<file path="config.mk">
export PLATFORM = sky130hd
export DESIGN_NAME = hybrid_quick_insertion_sorter_unit
export DESIGN_NICKNAME = d
export VERILOG_FILES = /design/src/rtl/hqis_pkg.sv /design/src/rtl/hqis_store.sv /design/src/rtl/hqis_cmp.sv /design/src/rtl/hybrid_quick_insertion_sorter_unit.sv
export SDC_FILE = /design/constraint.sdc
export NUM_CORES = 2
export LEC_CHECK = 0
export BUFFER_PORTS_ARGS = -buffer_cell sky130_fd_sc_hd__buf_2
export CAP_MARGIN = 0
export CORE_MARGIN = 3
export CORE_UTILIZATION = 25
export DETAILED_ROUTE_END_ITERATION = 7
export PLACE_DENSITY = 0.39
export SLEW_MARGIN = 20
export SYNTH_ARGS = -nofsm -noshare
export SYNTH_HDL_FRONTEND = slang
export SYNTH_SLANG_ARGS = --single-unit
</file>
<file path="constraint.sdc">
create_clock -name clk -period 5.9 [get_ports clk]
set_input_delay 0.59 -clock clk [delete_from_list [all_inputs] [get_ports clk]]
set_output_delay 0.59 -clock clk [all_outputs]
set_load 0.05 [all_outputs]
</file>
<file path="src/rtl/hqis_pkg.sv">
// ----------------------------------------------------------------------------
// hqis_pkg
// Shared constants and types of the hybrid quick/insertion sorter.
// ----------------------------------------------------------------------------
package hqis_pkg;

    localparam int DEPTH_DEFAULT = 64;
    localparam int DATA_W        = 32;

    typedef enum logic [2:0] {
        ST_IDLE,
        ST_INS_CMP,
        ST_PLACE,
        ST_EM_RD,
        ST_EM_LD
    } hqis_state_t;

endpackage

</file>
<file path="src/rtl/hqis_store.sv">
// ----------------------------------------------------------------------------
// hqis_store
// Element store: one write port, one read port with registered read data.
// ----------------------------------------------------------------------------
module hqis_store
    import hqis_pkg::*;
#(
    parameter int DEPTH  = DEPTH_DEFAULT,
    parameter int ADDR_W = $clog2(DEPTH)
)
(
    input  logic                     clk,
    input  logic                     we,
    input  logic [ADDR_W-1:0]        waddr,
    input  logic signed [DATA_W-1:0] wdata,
    input  logic [ADDR_W-1:0]        raddr,
    output logic signed [DATA_W-1:0] rdata
);

    logic signed [DATA_W-1:0] mem [DEPTH];
    logic signed [DATA_W-1:0] rdata_reg;

    always_ff @(posedge clk)
    begin
        if (we)
        begin
            mem[waddr] <= wdata;
        end
    end

    always_ff @(posedge clk)
    begin
        rdata_reg <= mem[raddr];
    end

    assign rdata = rdata_reg;

endmodule

</file>
<file path="src/rtl/hqis_cmp.sv">
// ----------------------------------------------------------------------------
// hqis_cmp
// Shared order comparator: true when a goes before b in the chosen order.
// ----------------------------------------------------------------------------
module hqis_cmp
    import hqis_pkg::*;
(
    input  logic                     descending,
    input  logic signed [DATA_W-1:0] a,
    input  logic signed [DATA_W-1:0] b,
    output logic                     before_b
);

    always_comb
    begin
        if (descending)
        begin
            before_b = (a > b);
        end
        else
        begin
            before_b = (a < b);
        end
    end

endmodule

</file>
<file path="src/rtl/hybrid_quick_insertion_sorter_unit.sv">
// ----------------------------------------------------------------------------
// hybrid_quick_insertion_sorter_unit
// Collects a set of signed values, keeps it ordered as it arrives and emits
// it in ascending or descending order once the closing item is taken.
//
// channel  | valid         | stall         | payload
// ---------+---------------+---------------+---------------------------------
// item     | item_valid    | item_stall    | value, is_last
// result   | result_valid  | result_stall  | sorted_value, end_of_set,
//          |               |               | overflowed
// config   | cfg_write_en  | -             | cfg_write_data
//
// Each transaction is inserted in place, walking down from the top of the
// held elements, one compare per cycle through the single comparator and
// the store's one read port; into an empty store it is written directly.
// Emission reads each result through ST_EM_RD and ST_EM_LD.
// A full store drops the item in ST_IDLE. No clearing pass after reset.
// result_stall holds the output register; the sequencer waits behind it.
// ----------------------------------------------------------------------------
module hybrid_quick_insertion_sorter_unit
    import hqis_pkg::*;
#(
    parameter int DEPTH = DEPTH_DEFAULT
)
(
    input  logic                     clk,
    input  logic                     rst_n,
    input  logic                     cfg_write_en,
    input  logic                     cfg_write_data,
    input  logic                     item_valid,
    output logic                     item_stall,
    input  logic signed [DATA_W-1:0] value,
    input  logic                     is_last,
    output logic                     result_valid,
    input  logic                     result_stall,
    output logic signed [DATA_W-1:0] sorted_value,
    output logic                     end_of_set,
    output logic                     overflowed
);

    localparam int ADDR_W = $clog2(DEPTH);
    localparam int CNT_W  = $clog2(DEPTH + 1);
    localparam logic [CNT_W-1:0] CNT_FULL = CNT_W'(DEPTH);

    hqis_state_t state_reg, state_next;

    logic                     desc_reg;
    logic [CNT_W-1:0]         count_reg, count_next;
    logic                     drop_reg, drop_next;
    logic                     last_reg, last_next;
    logic [ADDR_W-1:0]        j_reg, j_next;
    logic [ADDR_W-1:0]        k_reg, k_next;
    logic signed [DATA_W-1:0] key_reg, key_next;

    logic                     out_valid_reg, out_valid_next;
    logic signed [DATA_W-1:0] out_val_reg, out_val_next;
    logic                     out_end_reg, out_end_next;
    logic                     out_ovf_reg, out_ovf_next;

    logic                     mem_we;
    logic [ADDR_W-1:0]        mem_waddr;
    logic signed [DATA_W-1:0] mem_wdata;
    logic [ADDR_W-1:0]        mem_raddr;
    logic signed [DATA_W-1:0] mem_rdata;
    logic                     key_first;
    logic [CNT_W-1:0]         count_m1;
    logic                     out_free;

    hqis_store #(
        .DEPTH  (DEPTH),
        .ADDR_W (ADDR_W)
    ) u_store (
        .clk   (clk),
        .we    (mem_we),
        .waddr (mem_waddr),
        .wdata (mem_wdata),
        .raddr (mem_raddr),
        .rdata (mem_rdata)
    );

    hqis_cmp u_cmp (
        .descending (desc_reg),
        .a          (key_reg),
        .b          (mem_rdata),
        .before_b   (key_first)
    );

    assign count_m1 = count_reg - CNT_W'(1);
    assign out_free = !out_valid_reg || !result_stall;

    always_ff @(posedge clk or negedge rst_n)
    begin
        if (!rst_n)
        begin
            state_reg     <= ST_IDLE;
            desc_reg      <= 1'b0;
            count_reg     <= '0;
            drop_reg      <= 1'b0;
            out_valid_reg <= 1'b0;
        end
        else
        begin
            state_reg     <= state_next;
            count_reg     <= count_next;
            drop_reg      <= drop_next;
            out_valid_reg <= out_valid_next;
            if (cfg_write_en)
            begin
                desc_reg <= cfg_write_data;
            end
        end
    end

    always_ff @(posedge clk)
    begin
        last_reg    <= last_next;
        j_reg       <= j_next;
        k_reg       <= k_next;
        key_reg     <= key_next;
        out_val_reg <= out_val_next;
        out_end_reg <= out_end_next;
        out_ovf_reg <= out_ovf_next;
    end

    always_comb
    begin
        state_next     = state_reg;
        count_next     = count_reg;
        drop_next      = drop_reg;
        last_next      = last_reg;
        j_next         = j_reg;
        k_next         = k_reg;
        key_next       = key_reg;
        out_valid_next = out_valid_reg && result_stall;
        out_val_next   = out_val_reg;
        out_end_next   = out_end_reg;
        out_ovf_next   = out_ovf_reg;
        mem_we         = 1'b0;
        mem_waddr      = j_reg + ADDR_W'(1);
        mem_wdata      = mem_rdata;
        mem_raddr      = j_reg;
        item_stall     = 1'b1;

        case (state_reg)
            ST_IDLE:
            begin
                item_stall = 1'b0;
                mem_raddr  = count_m1[ADDR_W-1:0];
                k_next     = '0;
                if (item_valid)
                begin
                    key_next  = value;
                    last_next = is_last;
                    j_next    = count_m1[ADDR_W-1:0];
                    if (count_reg == CNT_FULL)
                    begin
                        drop_next = 1'b1;
                        if (is_last)
                        begin
                            state_next = ST_EM_RD;
                        end
                    end
                    else if (count_reg == '0)
                    begin
                        mem_we     = 1'b1;
                        mem_waddr  = '0;
                        mem_wdata  = value;
                        count_next = CNT_W'(1);
                        if (is_last)
                        begin
                            state_next = ST_EM_RD;
                        end
                    end
                    else
                    begin
                        state_next = ST_INS_CMP;
                    end
                end
            end

            ST_INS_CMP:
            begin
                mem_we = 1'b1;
                if (key_first)
                begin
                    // shift the stored element up one place, fetch the next
                    if (j_reg == '0)
                    begin
                        state_next = ST_PLACE;
                    end
                    else
                    begin
                        j_next    = j_reg - ADDR_W'(1);
                        mem_raddr = j_reg - ADDR_W'(1);
                    end
                end
                else
                begin
                    mem_wdata  = key_reg;
                    count_next = count_reg + CNT_W'(1);
                    state_next = last_reg ? ST_EM_RD : ST_IDLE;
                end
            end

            ST_PLACE:
            begin
                mem_we     = 1'b1;
                mem_waddr  = '0;
                mem_wdata  = key_reg;
                count_next = count_reg + CNT_W'(1);
                state_next = last_reg ? ST_EM_RD : ST_IDLE;
            end

            ST_EM_RD:
            begin
                mem_raddr  = k_reg;
                state_next = ST_EM_LD;
            end

            ST_EM_LD:
            begin
                mem_raddr = k_reg;
                if (out_free)
                begin
                    out_valid_next = 1'b1;
                    out_val_next   = mem_rdata;
                    out_ovf_next   = drop_reg;
                    out_end_next   = (CNT_W'(k_reg) == count_m1);
                    if (CNT_W'(k_reg) == count_m1)
                    begin
                        count_next = '0;
                        drop_next  = 1'b0;
                        state_next = ST_IDLE;
                    end
                    else
                    begin
                        k_next     = k_reg + ADDR_W'(1);
                        state_next = ST_EM_RD;
                    end
                end
            end

            default:
            begin
                state_next = ST_IDLE;
            end
        endcase
    end

    assign result_valid = out_valid_reg;
    assign sorted_value = out_val_reg;
    assign end_of_set   = out_end_reg;
    assign overflowed   = out_ovf_reg;

endmodule

</file>
**Word-level counts from Yosys, hierarchy flattened**

Memories as Yosys holds them, arrays and structs flattened. A register that Yosys moved wholly into a read port is not among the register bits.
Cells that the tools add are included.

- Memory bits (writable): 2048
- Memories kept: 1
- Input port bits: 39
- Output and inout port bits: 36
- Logic and storage cells: 103
- Register bits: 92

- Add/subtract/negate cells: 5
- Eq/ne operators: 15
- Magnitude comparators: 2
- Multiplexer cells: 49
- Reductions and logical operators: 19

Memory list:

| memory | words | bits a word | rd ports | clocked after memory_dff | wr ports | RTL line | RTL |
|---|---|---|---|---|---|---|---|
| u_store.mem | 64 | 32 | 1 | 1 | 1 | hqis_store.sv:20 | `logic signed [DATA_W-1:0] mem [DEPTH];` |

Operators by type and width:

| kind | count |
|---|---|
| $mux W32 | 4 |
| $pmux W32 S3 | 1 |
| $mux W6 | 8 |
| $mux W7 | 6 |
| $pmux W6 S2 | 3 |
| $gt A32 B32 Y1 | 1 |
| $lt A32 B32 Y1 | 1 |
| $pmux W7 S4 | 1 |
| $mux W3 | 7 |
| $pmux W6 S3 | 1 |
| $ne A2 B2 Y1 const B | 8 |
| $pmux W3 S5 | 1 |
| $mux W1 | 13 |
| $add A6 B1 Y6 const B | 2 |
| $add A7 B1 Y7 const B | 1 |
| $eq A6 B7 Y1 | 1 |
| $eq A7 B7 Y1 const B | 1 |
| $logic_not A7 Y1 | 1 |
| $reduce_and A7 Y1 | 1 |
| $sub A7 B1 Y7 const B | 1 |
| $eq A3 B2 Y1 const B | 2 |
| $logic_not A6 Y1 | 1 |
| $reduce_and A2 Y1 | 3 |
| $reduce_and A3 Y1 | 2 |
| other kinds (14) | 19 |

**Longest topological paths before layout**

- Word-level depth: 7
- Depth in mapped cells: 21
- Gate-level depth less buffers: 15

**By module**

A second synthesis with hierarchy kept.

- Cell total of the unflattened synthesis: 3933
- Area, all modules: 84496.0 µm²

By module, submodules not included:

| module | instances | cells each | seq. area each (µm²) | area each (µm²) |
|---|---|---|---|---|
| hqis_store | 1 | 3324 | 62139.6 | 78515.3 |
| hybrid_quick_insertion_sorter_unit | 1 | 491 | 2697.6 | 5146.2 |
| hqis_cmp | 1 | 118 | 0.0 | 834.6 |

**Least setup slack after synthesis**

No wires, ideal clock.

- Kind: reg2reg
- From: register count_reg[0]
- To: memory u_store.mem[46][0] (enable)
- Arrival time: 4.233 ns
- Setup slack: 1.206 ns
- Clock period less this slack: 4.694 ns
- Required time: 5.439 ns
- Stages on the path, launching flop included: 12
- Buffers on the path: 0
- Library setup time: 0.461 ns
- Cells stage by stage: dfrtp_1 > inv_1 > ha_1 > nand2_1 > or3_1 > nor2_1 > nand2_1 > a21o_1 > o21ai_0 > nor2_1 > nand3_1 > nor3_1

- Cells in the longest elaborated chain, start to end: 7
- Elaborated cells between the ends (all ways): 12
- Those cells by class: 1 x eq/ne; 10 x mux; 1 x reduce/logical

Ends and longest elaborated chain:

| element | RTL line | RTL |
|---|---|---|
| from (decl) | hybrid_quick_insertion_sorter_unit.sv:48 | `logic [CNT_W-1:0] count_reg, count_next;` |
| from (signal assigned) | hybrid_quick_insertion_sorter_unit.sv:104 | `count_reg <= count_next;` |
| $logic_not A7 Y1 | hybrid_quick_insertion_sorter_unit.sv:163 | `else if (count_reg == '0)` |
| $mux W1 | hybrid_quick_insertion_sorter_unit.sv:163 |  |
| $mux W1 | hybrid_quick_insertion_sorter_unit.sv:155 | `if (count_reg == CNT_FULL)` |
| $mux W1 | hybrid_quick_insertion_sorter_unit.sv:150 | `if (item_valid)` |
| $pmux W1 S2 | hybrid_quick_insertion_sorter_unit.sv:144 | `case (state_reg)` |
| $mux W1 | hqis_store.sv:25 | `if (we)` |
| $mux W1 (not written as such) | hqis_store.sv:27 | `mem[waddr] <= wdata;` |
| to (decl) | hqis_store.sv:20 |  |

Parallel ways exist; a longest one is shown, timed or not.

**Worst setup path in the final report**

- From: register key_reg[14]
- To: register u_store.rdata_reg[15] (netlist: u_store.rdata[15]) (read register of u_store.mem)

- Cells in the longest elaborated chain, start to end: 4
- Elaborated cells between the ends (all ways): 5
- Those cells by class: 2 x order compare; 3 x mux

Ends and longest elaborated chain:

| element | RTL line | RTL |
|---|---|---|
| from (decl) | hybrid_quick_insertion_sorter_unit.sv:53 | `logic signed [DATA_W-1:0] key_reg, key_next;` |
| from (signal assigned) | hybrid_quick_insertion_sorter_unit.sv:119 | `key_reg <= key_next;` |
| $lt A32 B32 Y1 / $gt A32 B32 Y1 (equally long branches) | hqis_cmp.sv:22, hqis_cmp.sv:18 |  |
| $mux W1 * | hqis_cmp.sv:16 | `if (descending)` |
| $mux W6 * | n/a |  |
| $pmux W6 S3 * | hybrid_quick_insertion_sorter_unit.sv:144 |  |
| to (decl) | hqis_store.sv:21 | `logic signed [DATA_W-1:0] rdata_reg;` |

Mark *: on every way between the ends. The rest lies on a longest branch, timed or not.
A chain may end at the register's enable or synchronous reset.

==> results_dict.tcl <==
set metrics [dict create \
    synth_edf_count 2127 \
    wl_microns 317000 \
    vias 54300 \
    io_pins 75 \
    hold-worst-slack_ps 116 \
    place_congestion 0.838 \
    hpwl_microns 187000 \
    post_cts_buffers 0 \
    rsz0062_at_grt "true" \
    initial_core_util_pct 25.2 \
    cp.arrival_ps 6440 \
    num_rows 215 \
    multi_input_area_sq_um 20600 \
    clock-sinks 2172 \
    synth_area_sq_um 86800 \
    die-height_microns 595 \
    finalSetupViolCount 0 \
    viasPerCell 4.95 \
    ys_seq_area_share_pct 74.7 \
    setup_ws_ps 181 \
    antenna_found_initial 30 \
    track_usage_pct 17.3 \
    status "finished clean" \
    die_area_sq_um 354000 \
    maxSlewHeadroom_pct 22.1 \
    syn-mean-instance-area_sq_um 14.9 \
    path_buf_inv 4 \
    grt_max_degree 79 \
    coreArea_sq_um 344000 \
    clk_pin_slew_ps 60 \
    htree_levels 4 \
    timing.critical_path.fanout_max 20 \
    wl_per_cell_microns 28.9 \
    drv_cap 0 \
    grt_pass1_wl_microns 437000 \
    fin_crit_ps 5720 \
    instances_no_fill 11000 \
    synthArstFlopShare_pct 0.599 \
    max-clock-path-buffers 4 \
    path_cells "ha_1, nand4_1, or3_4, nor3_1, o41ai_1, a211oi_2, nor3_2, o211ai_1, and2_4, buf_12, buf_4, buf_4, nand2_1, and3_1, a311oi_1, nor4_1, buf_4, o211ai_1" \
    period_share_pct 96.9 \
    root_buffer "clkbuf_16" \
    synth_nets 5923 \
    cp_top_family "simple AND/OR/NAND/NOR gates" \
    drt-initial-drc-count 5587 \
    netlist_instances 5846 \
    skew_ps 76.0 \
    cpPeakStageDelay_ps 640 \
    synthToLayoutAreaGrowth_pct 20.0 \
    ys_types 83 \
    drive_gt1_share_pct 15.7 \
    place_ws_ps -57.1 \
    synth-seq-cells 2172 \
    io_buffer_count 74 \
    drt_first_pass_iters 5 \
    numCtsBuffers 246 \
    hp-class "in2async" \
    hold_violations 0 \
    grt_pass1_vias 52800 \
    setup_tns_ps 0 \
    grt_overflow_total 0 \
    crit_path_start_kind "flop" \
    cpMaxStageDelayCell "o211ai_1" \
    ant_nets 0 \
    clock_latency_ps 920 \
    layout.nets 6306 \
    tightest_slew_ps 1160 \
    max_freq_ghz 0.175 \
    die_x_microns 595 \
    cts_tree "done" \
    dp.cells 10500 \
    largest_reg_flops 2048 \
    final-max-slew-violation-count 0 \
    yosys_warnings 0 \
    n_fill_cell 34200 \
    synthFlopType "edfxtp_1" \
    critPathMostFrequentCell "buf_4" \
    endpoint_kind "flop" \
    required_ps 6620 \
    largest_register "u_store.mem" \
    seq_area_sq_um 64800 \
    drcViolationCount 0 \
    setup.worst_path.class "reg2reg" \
]
==> logic make-up after synthesis <==
kind of cell	count (synthesis)	share of synthesized area (%)
fa+ha+maj	38	0.548
flops	2172	74.7
mux	383	4.43
compound gates	1285	10.4
xor+xnor	22	0.222
buf+inv	450	2.53
simple gates	1496	7.22
==> cells in the mapped netlist (all sizes together), types with 15 or more instances <==
| library cell | instances | share of area (%) |
|---|---|---|
| o221ai | 17 | 0.17 |
| o21ai | 57 | 0.34 |
| nor3 | 34 | 0.21 |
| nor2 | 145 | 0.63 |
| clkbuf | 171 | 0.74 |
| edfxtp | 2127 | 74 |
| inv | 43 | 0.19 |
| a32o | 58 | 0.67 |
| a221o | 46 | 0.53 |
| a31oi | 15 | 0.12 |
| ha | 38 | 0.55 |
| nand2 | 1027 | 4.4 |
| nor4 | 41 | 0.30 |
| o211ai | 27 | 0.26 |
| o311ai | 16 | 0.16 |
| o22ai | 56 | 0.40 |
| nand3 | 152 | 0.88 |
| a311oi | 34 | 0.35 |
| a21oi | 528 | 3.1 |
| o41ai | 29 | 0.30 |
| mux2i | 376 | 4.3 |
| dfxtp | 32 | 0.74 |
| a32oi | 48 | 0.48 |
| and3 | 46 | 0.33 |
| buf | 236 | 1.6 |
| a31o | 24 | 0.24 |
| a221oi | 248 | 2.5 |
| a21o | 26 | 0.22 |
==> worst paths after layout <==
| kind | startpoint | endpoint | slack (ps) | depth (start not counted) |
|---|---|---|---|---|
| worst min register to register | u_store.rdata[13] | sorted_value[13] | 490 | 0 |
| worst min-delay path | rst_n | count_reg[0] | 120 | 2 |
| max in group asynchronous | rst_n | state_reg[1] | 5510 | 2 |
| min in group clk | value[14] | key_reg[14] | 440 | 2 |
| worst max register to register | key_reg[14] | u_store.rdata[15] | 180 | 18 |
| worst max-delay path | key_reg[14] | u_store.rdata[15] | 180 | 18 |
==> stage by stage <==
stage | utilization [%] | instance area, sq um
6_report | 30.3 | 104000
5_1_grt | 30.2 | 104000
4_1_cts | 30.2 | 104000
3_5_place_dp | 27.9 | 96100
3_3_place_gp | 27.9 | 96000
2_1_floorplan | - | 86800
==> layer usage <==
layer  up-vias  wire [microns]  track usage [%]
met5         -               0                0
met4         0            8220             4.37
met3       377           17600             2.43
met2      1790          144000             27.3
met1     28600          147000             25.1
li1      23600               -                -
==> placed cells by master (no fill, tap or decap), drive strengths merged, types with 29 or more instances in the layout <==
cell type,instances
mux2i,376
nand2,1027
a221o,46
o21ai,57
a221oi,248
o41ai,29
edfxtp,2127
inv,47
a32oi,48
nor2,145
nor4,41
a21oi,528
a311oi,34
dfxtp,32
nor3,34
o22ai,56
dlygate4sd3,37
buf,505
nand3,152
a32o,58
and3,46
ha,38
clkinv,81
clkbuf,323
==> layout make-up <==
cell class	instances	area share, %
timing repair buffer	542	5.02
antenna	10	0.0240
multi-input combinational	3224	19.7
clock buffer	323	6.34
clock inverter	109	1.01
tap	4557	5.47
inverter	43	0.155
sequential	2172	62.2
==> what timing repair did <==
item | in CTS | in global routing
resized for setup | 4 | 8
hold buffers | 37 | 0
endpoints found under the setup margin | 4 | 11
cloned | 0 | 0
pin swaps | 0 | 1
endpoints found under the hold margin | 49 | 0
==> worst register-to-register path: stages, from the launching register on <==
cell and delay [ps]:
edfxtp_1 420, ha_1 330, nand4_1 160, or3_4 440, nor3_1 340, o41ai_1 160, a211oi_2 420, nor3_2 160
o211ai_1 280, and2_4 490, buf_12 250, buf_4 290, buf_4 310, nand2_1 80, and3_1 180, a311oi_1 250
nor4_1 120, buf_4 200, o211ai_1 650
Power is not shown: default switching activity piles up to over one toggle a cycle in this logic, so the estimate is an artifact.
